`src/rtl/dcs_pkg.sv`:
```
// Shared constants, types and helpers for the darkest circle select block.
`timescale 1ns / 1ps
package dcs_pkg;

    localparam int MAX_CIRCLES = 8;
    localparam int COORD_BITS  = 10;

    localparam int FIELD_BITS  = 10;
    localparam int VALUE_BITS  = 8;
    localparam int SUM_BITS    = 28;
    localparam int OUT_IDX_BITS = 3;

    localparam int IDX_BITS = (MAX_CIRCLES > 1) ? $clog2(MAX_CIRCLES) : 1;
    localparam int CNT_BITS = $clog2(MAX_CIRCLES + 1);

    localparam logic [SUM_BITS-1:0] SUM_MAX = {SUM_BITS{1'b1}};

    typedef logic [COORD_BITS-1:0] coord_t;
    typedef logic [IDX_BITS-1:0]   idx_t;
    typedef logic [SUM_BITS-1:0]   sum_t;

    typedef struct packed {
        coord_t x;
        coord_t y;
        coord_t r;
    } circle_t;

    // Sum bank control: clear all, add a value to one entry, read that entry.
    typedef struct packed {
        logic                  clear;
        logic                  add;
        idx_t                  idx;
        logic [VALUE_BITS-1:0] value;
    } sum_ctrl_t;

    function automatic coord_t to_coord(input logic [FIELD_BITS-1:0] v);
        logic [COORD_BITS+FIELD_BITS-1:0] w;
        w = {{COORD_BITS{1'b0}}, v};
        return w[COORD_BITS-1:0];
    endfunction

    function automatic logic [FIELD_BITS-1:0] from_coord(input coord_t v);
        logic [COORD_BITS+FIELD_BITS-1:0] w;
        w = {{FIELD_BITS{1'b0}}, v};
        return w[FIELD_BITS-1:0];
    endfunction

endpackage

```
`src/rtl/dcs_dist_unit.sv`:
```
// Shared distance unit: tells whether a pixel lies strictly inside one circle.
`timescale 1ns / 1ps
module dcs_dist_unit (
    input  dcs_pkg::coord_t  pix_col,
    input  dcs_pkg::coord_t  pix_row,
    input  dcs_pkg::circle_t circle,
    output logic             in_circle
);
    import dcs_pkg::*;

    coord_t                  dx;
    coord_t                  dy;
    logic [2*COORD_BITS-1:0] dx2;
    logic [2*COORD_BITS-1:0] dy2;
    logic [2*COORD_BITS-1:0] r2;
    logic [2*COORD_BITS:0]   d2;

    always_comb begin
        dx  = (pix_col >= circle.x) ? (pix_col - circle.x) : (circle.x - pix_col);
        dy  = (pix_row >= circle.y) ? (pix_row - circle.y) : (circle.y - pix_row);
        dx2 = dx * dx;
        dy2 = dy * dy;
        r2  = circle.r * circle.r;
        d2  = {1'b0, dx2} + {1'b0, dy2};
        in_circle = (d2 < {1'b0, r2});
    end

endmodule

```
`src/rtl/dcs_sum_bank.sv`:
```
// Per-circle intensity sums with saturating add and one read port.
`timescale 1ns / 1ps
module dcs_sum_bank (
    input  logic               aclk,
    input  logic               aresetn,
    input  dcs_pkg::sum_ctrl_t ctrl,
    output dcs_pkg::sum_t      rd_sum
);
    import dcs_pkg::*;

    sum_t            sums_reg [MAX_CIRCLES];
    logic [SUM_BITS:0] add_wide;
    sum_t            add_sat;

    assign rd_sum   = sums_reg[ctrl.idx];
    assign add_wide = {1'b0, rd_sum} + {{(SUM_BITS+1-VALUE_BITS){1'b0}}, ctrl.value};
    assign add_sat  = add_wide[SUM_BITS] ? SUM_MAX : add_wide[SUM_BITS-1:0];

    always_ff @(posedge aclk) begin
        if (!aresetn || ctrl.clear) begin
            for (int i = 0; i < MAX_CIRCLES; i++) begin
                sums_reg[i] <= '0;
            end
        end else if (ctrl.add) begin
            sums_reg[ctrl.idx] <= add_sat;
        end
    end

endmodule

```
`src/rtl/darkest_circle_select_top.sv`:
```
// Top level of the darkest circle select block: table, sequencer and result register.
//
//  channel | direction | ports                                        | handshake
//  --------+-----------+----------------------------------------------+-----------------
//  input   | in        | s_kind s_circle_* s_pixel_* s_last_pixel     | s_valid/s_ready
//  result  | out       | m_best_* m_no_circles m_table_overflow       | m_valid/m_ready
//
// A circle load transaction is written straight into the table.
// A pixel transaction is captured, then the one distance unit visits each loaded circle
// in turn. A last pixel adds a minimum search through the sum bank read port and a
// load of the result register.
// Reset clears the sequencer, circle count, overflow flag, all sums and result valid.
// The result register lets new transactions in while a result waits; only a second
// result that finds the register still full holds the sequencer until m_ready.
`timescale 1ns / 1ps
module darkest_circle_select_top (
    input  logic        aclk,
    input  logic        aresetn,
    input  logic        s_valid,
    output logic        s_ready,
    input  logic        s_kind,
    input  logic [9:0]  s_circle_x,
    input  logic [9:0]  s_circle_y,
    input  logic [9:0]  s_circle_radius,
    input  logic [9:0]  s_pixel_col,
    input  logic [9:0]  s_pixel_row,
    input  logic [7:0]  s_pixel_value,
    input  logic        s_last_pixel,
    output logic        m_valid,
    input  logic        m_ready,
    output logic [2:0]  m_best_index,
    output logic [9:0]  m_best_x,
    output logic [9:0]  m_best_y,
    output logic [9:0]  m_best_radius,
    output logic [27:0] m_best_sum,
    output logic        m_no_circles,
    output logic        m_table_overflow
);
    import dcs_pkg::*;

    localparam logic [1:0] ST_IDLE   = 2'd0;
    localparam logic [1:0] ST_SCAN   = 2'd1;
    localparam logic [1:0] ST_SEARCH = 2'd2;
    localparam logic [1:0] ST_DONE   = 2'd3;

    logic [1:0] state_reg, state_next;

    // Frame state.
    circle_t             table_reg [MAX_CIRCLES];
    logic [CNT_BITS-1:0] count_reg;
    logic                overflow_reg;

    // Captured pixel.
    coord_t                pix_col_reg;
    coord_t                pix_row_reg;
    logic [VALUE_BITS-1:0] pix_value_reg;
    logic                  pix_last_reg;

    // Sequencer index and running minimum.
    idx_t    idx_reg;
    sum_t    best_sum_reg;
    idx_t    best_idx_reg;
    circle_t best_circle_reg;

    // Result register.
    logic                    m_valid_reg;
    logic [OUT_IDX_BITS-1:0] out_index_reg;
    logic [FIELD_BITS-1:0]   out_x_reg;
    logic [FIELD_BITS-1:0]   out_y_reg;
    logic [FIELD_BITS-1:0]   out_r_reg;
    sum_t                    out_sum_reg;
    logic                    out_none_reg;
    logic                    out_ovf_reg;

    logic      in_fire;
    logic      load_fire;
    logic      pixel_fire;
    logic      idx_last;
    logic      hit;
    logic      take_best;
    logic      out_load;
    circle_t   cur_circle;
    sum_t      rd_sum;
    sum_ctrl_t sum_ctrl;
    logic [IDX_BITS+OUT_IDX_BITS-1:0] best_idx_wide;

    assign s_ready    = (state_reg == ST_IDLE);
    assign in_fire    = s_valid && s_ready;
    assign load_fire  = in_fire && !s_kind;
    assign pixel_fire = in_fire && s_kind;

    assign cur_circle = table_reg[idx_reg];
    assign idx_last   = ((CNT_BITS'(idx_reg) + CNT_BITS'(1)) == count_reg);
    assign take_best  = (idx_reg == '0) || (rd_sum < best_sum_reg);
    assign out_load   = (state_reg == ST_DONE) && (!m_valid_reg || m_ready);
    assign best_idx_wide = {{OUT_IDX_BITS{1'b0}}, best_idx_reg};

    dcs_dist_unit u_dist (
        .pix_col   (pix_col_reg),
        .pix_row   (pix_row_reg),
        .circle    (cur_circle),
        .in_circle (hit)
    );

    always_comb begin
        sum_ctrl.clear = out_load;
        sum_ctrl.add   = (state_reg == ST_SCAN) && hit;
        sum_ctrl.idx   = idx_reg;
        sum_ctrl.value = pix_value_reg;
    end

    dcs_sum_bank u_sums (
        .aclk    (aclk),
        .aresetn (aresetn),
        .ctrl    (sum_ctrl),
        .rd_sum  (rd_sum)
    );

    // Sequencer: scan every loaded circle, then search on the last pixel.
    always_comb begin
        state_next = state_reg;
        unique case (state_reg)
            ST_IDLE: begin
                if (pixel_fire) begin
                    if (count_reg != '0) begin
                        state_next = ST_SCAN;
                    end else if (s_last_pixel) begin
                        state_next = ST_DONE;
                    end
                end
            end
            ST_SCAN: begin
                if (idx_last) begin
                    state_next = pix_last_reg ? ST_SEARCH : ST_IDLE;
                end
            end
            ST_SEARCH: begin
                if (idx_last) begin
                    state_next = ST_DONE;
                end
            end
            ST_DONE: begin
                if (out_load) begin
                    state_next = ST_IDLE;
                end
            end
            default: state_next = ST_IDLE;
        endcase
    end

    always_ff @(posedge aclk) begin
        if (!aresetn) begin
            state_reg    <= ST_IDLE;
            count_reg    <= '0;
            overflow_reg <= 1'b0;
            idx_reg      <= '0;
            m_valid_reg  <= 1'b0;
        end else begin
            state_reg <= state_next;

            // Drop loads beyond table capacity and remember the overflow.
            if (load_fire) begin
                if (count_reg < CNT_BITS'(MAX_CIRCLES)) begin
                    count_reg <= count_reg + CNT_BITS'(1);
                end else begin
                    overflow_reg <= 1'b1;
                end
            end

            // Advance the circle index; restart it at each sweep.
            if ((state_reg == ST_SCAN) || (state_reg == ST_SEARCH)) begin
                idx_reg <= idx_last ? '0 : idx_reg + IDX_BITS'(1);
            end else begin
                idx_reg <= '0;
            end

            if (out_load) begin
                count_reg    <= '0;
                overflow_reg <= 1'b0;
                m_valid_reg  <= 1'b1;
            end else if (m_ready) begin
                m_valid_reg  <= 1'b0;
            end
        end
    end

    // Payload registers: no reset.
    always_ff @(posedge aclk) begin
        if (load_fire && (count_reg < CNT_BITS'(MAX_CIRCLES))) begin
            table_reg[count_reg[IDX_BITS-1:0]] <= '{x: to_coord(s_circle_x),
                                                   y: to_coord(s_circle_y),
                                                   r: to_coord(s_circle_radius)};
        end

        if (pixel_fire) begin
            pix_col_reg   <= to_coord(s_pixel_col);
            pix_row_reg   <= to_coord(s_pixel_row);
            pix_value_reg <= s_pixel_value;
            pix_last_reg  <= s_last_pixel;
        end

        // Hold the running minimum; the first circle always seeds it.
        if ((state_reg == ST_SEARCH) && take_best) begin
            best_sum_reg    <= rd_sum;
            best_idx_reg    <= idx_reg;
            best_circle_reg <= cur_circle;
        end

        if (out_load) begin
            out_none_reg <= (count_reg == '0);
            out_ovf_reg  <= overflow_reg;
            if (count_reg == '0) begin
                out_index_reg <= '0;
                out_x_reg     <= '0;
                out_y_reg     <= '0;
                out_r_reg     <= '0;
                out_sum_reg   <= '0;
            end else begin
                out_index_reg <= best_idx_wide[OUT_IDX_BITS-1:0];
                out_x_reg     <= from_coord(best_circle_reg.x);
                out_y_reg     <= from_coord(best_circle_reg.y);
                out_r_reg     <= from_coord(best_circle_reg.r);
                out_sum_reg   <= best_sum_reg;
            end
        end
    end

    assign m_valid          = m_valid_reg;
    assign m_best_index     = out_index_reg;
    assign m_best_x         = out_x_reg;
    assign m_best_y         = out_y_reg;
    assign m_best_radius    = out_r_reg;
    assign m_best_sum       = out_sum_reg;
    assign m_no_circles     = out_none_reg;
    assign m_table_overflow = out_ovf_reg;

endmodule

```
`config.mk`:
```
export PLATFORM = sky130hd
export DESIGN_NAME = darkest_circle_select_top
export DESIGN_NICKNAME = d
export VERILOG_FILES = /design/src/rtl/dcs_pkg.sv /design/src/rtl/dcs_dist_unit.sv /design/src/rtl/dcs_sum_bank.sv /design/src/rtl/darkest_circle_select_top.sv
export SDC_FILE = /design/constraint.sdc
export NUM_CORES = 1
export LEC_CHECK = 0
export BUFFER_PORTS_ARGS = -buffer_cell sky130_fd_sc_hd__buf_4
export CORE_ASPECT_RATIO = 0.5
export CORE_MARGIN = 5
export CORE_UTILIZATION = 60
export DETAILED_ROUTE_END_ITERATION = 10
export GPL_ROUTABILITY_DRIVEN = 0
export PLACE_DENSITY_LB_ADDON = 0.25
export SLEW_MARGIN = 20
export SYNTH_ARGS = -nofsm -noshare
export SYNTH_HDL_FRONTEND = slang
export SYNTH_HIERARCHICAL = 1
export SYNTH_SLANG_ARGS = --single-unit
```
`constraint.sdc`:
```
create_clock -name aclk -period 20.9 [get_ports aclk]
set_input_delay 5.225 -clock aclk [delete_from_list [all_inputs] [get_ports aclk]]
set_output_delay 5.225 -clock aclk [all_outputs]
set_load 0.02 [all_outputs]
```
==> out/qor.csv, run 1 <==
metric,value,unit
FF-to-FF Start,idx_reg[0]$_SDFF_PP0_,
mux contribution to synthesized area,0.0817,
Setup TNS,0,ns
Slew @ Worst Pin,1.16,ns
count of state elements after synthesis,628,
CP required,21.20,ns
pin count of the biggest net entering global routing,65,
Post-Synth XOR/XNOR Area,0.0206,
Synth Flop Type,edfxtp_1,
port bufs,128,
YS warnings,6,
first-pass GRT wire length,130000,um
gr usage total,0.256,
Setup CP Type,flop to flop,
total number of vias,22100,
initial antenna violation count,0,
"Top cell by count, worst path",fa_1,
Die Span Y,184,um
"wirelength, routed",82900,um
Rows,63,
asr flop ratio synth,0,
clk root buf,clkbuf_16,
Clock Sinks,628,
Synth area leader,edfxtp_1,
Synth Instances,2796,
nets,3382,
period utilization,0.729,
CTS buffer count,53,
layout cells sized above 1,0.158,
hold path cells,0,
post_cts resized,0,
CTS max path bufs,3,
Reg-to-Reg End,u_sums/sums_reg[0][20]$_SDFFCE_PN0P_,
share of the synthesized area in the top cell type,0.510,
"Max stage delay cell, worst path",dfxtp_4,
Setup Buffers After CTS,0,
Worst-path clk slew,0.07,ns
post-DP HPWL,57100,um
largest family of logic cells by synthesized area,adder cells,
Initial Util,0.610,
CP Capture Type,flop,
die area,65900,sq um
io pins,129,
fin crit period,15.24,ns
max-cap viol count,0,
Worst-Skew Late Latency,0.62,ns
"Seq/Total Area, Yosys",0.516,
Core Area,59600,sq um
vias in the first global route,22700,
DP Cell Count,3659,
max FFs per register,240,
crit path max fanout,61,
first-iteration detailed-routing DRC count,2168,
fillers,4232,
synth-to-layout area growth,9.96,%
CTS tree,yes,
crit-path max cell delay,0.86,ns
post-synthesis cell type count,95,
most frequent cells in the layout,"edfxtp_1, nor2_1, inv_1",
die width,358,um
crit path DAT,15.54,ns
worst hold start,overflow_reg$_SDFFE_PP0P_,
DRC viols,0,
H-tree levels,2,
post-synthesis adder-cell area fraction,0.180,
Synth Cell Area,36300,sq um
Post-Layout Cell Count,3761,
syn avg cell area,13.0,sq um
number of flops mapped to enable cells by yosys,617,
R2R Setup Slk,5.66,ns
# diodes,0,
"Hold Vio Cnt, Final",0,
Routed Antenna Nets,0,
hold endpoint,m_table_overflow$_DFFE_PP_,
drt first pass iters,5,
Post-Syn Nets,3273,
Fmax,0.0656,GHz
max-slew violations,0,
routed wire length per instance,22.0,um
Post-Synth Simple-Gate Area,0.0973,
crit start category,flop,
Final Skew,0.0303,ns
"most common cell after layout, fill and taps aside",edfxtp_1,
pre-CTS setup slack,5.10,ns
post-DR vias/cell,5.88,
Synth area leaders,"edfxtp_1, fa_1, ha_1",
RSZ-0062 raised after global routing,false,
grt total ovfl,0,
Setup WS post-layout,5.66,ns
hold bufs inserted after CTS,0,
status,"complete, no violations",
Compound-Gate Fraction of Synth Area,0.0541,
reg2reg path depth,44,
final setup vio count,0,
HP Class,flop to flop,
Rel. slew slack,0.224,
[layout make-up]
type                    count  area, sq um  share of cell area
well taps                 812         1020              0.0254
flip-flops and latches    628        18800               0.469
repair buffers            161         1260              0.0316
inverters                 353         1330              0.0332
multi-input cells        1708        15800               0.396
clock inverters            38          402              0.0100
clock buffers              61         1360              0.0339
[metrics by stage]
step                      instance area [sq um]  hold slack, ns  utilization
final                                     40000           0.447        0.671
after global placement                    38100           0.419        0.640
after floorplan                           36300           0.409            -
after CTS                                 39900           0.449        0.669
after global routing                      40000           0.460        0.671
after detailed placement                  38100           0.431        0.640
[logic make-up after synthesis]
family / after synthesis
flip-flops: 628
adder cells (fa/ha/maj): 413
XOR/XNOR: 80
AND/OR/NAND/NOR: 762
buffers and inverters: 460
AO/OA/AOI/OAI: 279
multiplexers: 174
[cells in the mapped netlist (4+ instances only)]
library cell and number:
a31oi_1 12, buf_6 6, nand2b_1 29, or2_2 20, nor2_1 380, o21ai_0 43, buf_1 12, nor3_1 25
nand3_1 20, o21a_1 9, and3_1 11, a22oi_1 10, a21oi_1 65, xnor2_1 53, ha_1 231, and4_1 4
o21bai_1 5, a21o_1 35, a221oi_1 11, mux2i_1 29, clkbuf_1 59, xnor2_2 4, o221ai_1 5, nand4_1 20
xor2_1 22, a21boi_0 4, nand2_1 116, edfxtp_1 617, inv_1 349, mux4_2 91, fa_1 182, buf_4 11
buf_2 18, a21oi_2 8, o31ai_1 6, a211o_1 4, nor2_2 9, o22ai_1 6, mux2_2 51, and2_1 69
a211oi_1 8, dfxtp_1 11, or3_1 9, nor2b_1 24
[routing by layer]
metal  wire length (um)  up-vias  GRT usage
met5                  0        -          0
met4               2250        0     0.0704
met3               5770      116     0.0388
met2              39200      858      0.416
met1              35600    11100      0.367
li1                   -    10000          -
[worst max-delay path, delay by kind of cell, from the launching register on]
family	cells	cell delay, ns
DFF	1	0.86
adders and majority gates	10	4.75
xor gates and xnor gates	2	1.03
and+or+nand+nor	9	2.73
buffers and inverters	7	1.32
AOI/OAI and AO/OA	14	3.10
muxes	2	0.99
[how the worst max path moves through the flow]
stage                                      from                                    to  slack [ns]  cells past startpoint
after floorplan           idx_reg[0]$_SDFF_PP0_   u_sums/sums_reg[0][0]$_SDFFCE_PN0P_        8.51                     50
after global placement    idx_reg[0]$_SDFF_PP0_   u_sums/sums_reg[1][3]$_SDFFCE_PN0P_        5.53                     44
after detailed placement  idx_reg[0]$_SDFF_PP0_   u_sums/sums_reg[1][2]$_SDFFCE_PN0P_        5.10                     44
after CTS                 idx_reg[0]$_SDFF_PP0_   u_sums/sums_reg[1][3]$_SDFFCE_PN0P_        5.05                     44
after global routing      idx_reg[0]$_SDFF_PP0_  u_sums/sums_reg[0][22]$_SDFFCE_PN0P_        4.81                     44
final                     idx_reg[0]$_SDFF_PP0_  u_sums/sums_reg[0][20]$_SDFFCE_PN0P_        5.66                     44
Power of run 1 is not shown: default switching activity piles up to over one toggle a cycle in this logic, so the estimate is an artifact.
==> run 2: changes to the inputs <==
--- a/config.mk
+++ b/config.mk
@@ -8,7 +8,7 @@
 export BUFFER_PORTS_ARGS = -buffer_cell sky130_fd_sc_hd__buf_4
 export CORE_ASPECT_RATIO = 0.5
 export CORE_MARGIN = 5
-export CORE_UTILIZATION = 60
+export CORE_UTILIZATION = 57
 export DETAILED_ROUTE_END_ITERATION = 10
 export GPL_ROUTABILITY_DRIVEN = 0
 export PLACE_DENSITY_LB_ADDON = 0.25
==> constraint.sdc (replaced) <==
create_clock -name aclk -period 13.4 [get_ports aclk]
set_input_delay 3.35 -clock aclk [delete_from_list [all_inputs] [get_ports aclk]]
set_output_delay 3.35 -clock aclk [all_outputs]
set_load 0.02 [all_outputs]
==> out/qor.csv, run 2 (synthesis results as in run 1) <==
metric,value,unit,change
initial antenna violation count,2,,+2
synth-to-layout area growth,10.5,%,
Routed Antenna Nets,0,,unchanged
Final Skew,0.0282,ns,-0.00207 ns
first-iteration detailed-routing DRC count,2245,,+3.6%
period utilization,0.948,,+0.219
hold bufs inserted after CTS,0,,unchanged
grt total ovfl,0,,unchanged
final setup vio count,0,,unchanged
Worst-path clk slew,0.07,ns,about the same
Rows,65,,+3.2%
gr usage total,0.247,,-0.00872
Core Area,63100,sq um,+5.9%
die area,69200,sq um,+5.0%
"most common cell after layout, fill and taps aside",edfxtp_1,,
Clock Sinks,628,,unchanged
Worst-Skew Late Latency,0.62,ns,about the same
"Hold Vio Cnt, Final",0,,unchanged
max FFs per register,240,,unchanged
"Max stage delay cell, worst path",fa_1,,
CTS buffer count,54,,+1.9%
crit start category,flop,,
Fmax,0.0787,GHz,+20%
crit path max fanout,24,,-61%
H-tree levels,2,,unchanged
Initial Util,0.576,,-0.0340
port bufs,128,,unchanged
Die Span Y,189,um,+2.5%
die width,367,um,+2.5%
drt first pass iters,6,,+1
Setup TNS,0,ns,unchanged
CP required,13.70,ns,-7.50 ns
io pins,129,,unchanged
Rel. slew slack,0.252,,+0.0281
CTS tree,yes,,
max-cap viol count,0,,unchanged
post-DR vias/cell,5.83,,-0.85%
DRC viols,0,,unchanged
pin count of the biggest net entering global routing,75,,+15%
post-DP HPWL,57800,um,+1.4%
layout cells sized above 1,0.165,,+0.00736
"wirelength, routed",84100,um,+1.5%
clk root buf,clkbuf_16,,
CTS max path bufs,3,,unchanged
total number of vias,22300,,+0.68%
nets,3413,,+0.92%
Seq. cell area,18800,sq um,unchanged
"Top cell by count, worst path",fa_1,,
most frequent cells in the layout,"edfxtp_1, nor2_1, inv_1",,
crit path DAT,13.00,ns,-2.54 ns
Setup CP Type,flop to flop,,
RSZ-0062 raised after global routing,false,,
HP Class,flop to flop,,
crit-path max cell delay,0.57,ns,-0.29 ns
status,"complete, no violations",,
Setup WS post-layout,0.701,ns,-4.96 ns
max-slew violations,0,,unchanged
first-pass GRT wire length,133000,um,+2.3%
Slew @ Worst Pin,1.12,ns,-0.0422 ns
fin crit period,12.70,ns,-2.54 ns
pre-CTS setup slack,0.681,ns,-4.42 ns
multi-input logic area,15800,sq um,about the same
fillers,4654,,+10%
vias in the first global route,23300,,+2.5%
routed wire length per instance,22.0,um,about the same
CP Capture Type,flop,,
run 2: per-stage QoR:
stage	instances	hold slack [ns]	instance area (sq um)	utilization
4_1_cts	3818	0.442	40200	0.636
2_1_floorplan	2796	0.409	36300	-
3_5_place_dp	3717	0.426	38400	0.609
3_3_place_gp	3717	0.420	38400	0.609
6_report	3819	0.448	40200	0.637
5_1_grt	3819	0.463	40200	0.637
run 2: per-layer routing:
layer / track usage / up-vias / wire length, um
met1: 0.343 / 11200 / 36100
met4: 0.0605 / 2 / 2040
li1: - / 10100 / -
met3: 0.0431 / 140 / 5550
met2: 0.414 / 805 / 40400
met5: 0 / - / 7
run 2: final timing paths:
path | end | depth (start not counted) | startpoint | slack, ns
worst min-delay path | m_table_overflow$_DFFE_PP_ | 0 | overflow_reg$_SDFFE_PP0P_ | 0.45
worst min register to register | m_table_overflow$_DFFE_PP_ | 0 | overflow_reg$_SDFFE_PP0P_ | 0.45
worst max-delay path | u_sums/sums_reg[6][0]$_SDFFCE_PN0P_ | 46 | idx_reg[0]$_SDFF_PP0_ | 0.70
worst max register to register | u_sums/sums_reg[6][0]$_SDFFCE_PN0P_ | 46 | idx_reg[0]$_SDFF_PP0_ | 0.70
run 2: cell type report:
type,count,area share
diodes,1,0.0000623
clock buffers,67,0.0361
clock inverters,34,0.00679
inverters,353,0.0330
multi-input cells,1708,0.394
flip-flops and latches,628,0.467
well taps,837,0.0261
repair buffers,191,0.0369
run 2: timing repair:
item / in CTS / in global routing
setup buffers: 0 / 0
resized for setup: 0 / 6
endpoints found under the setup margin: 0 / 254
run 2: worst max-delay path: cells and delay by family, from the launching register on:
kind | cells | cell delay [ns]
fa+ha+maj | 10 | 4.76
buf+inv | 7 | 0.94
xor+xnor | 1 | 0.16
simple gates | 11 | 1.86
flops | 1 | 0.53
mux | 3 | 1.20
compound gates | 14 | 2.89
Power of run 2 is left out for the same reason.
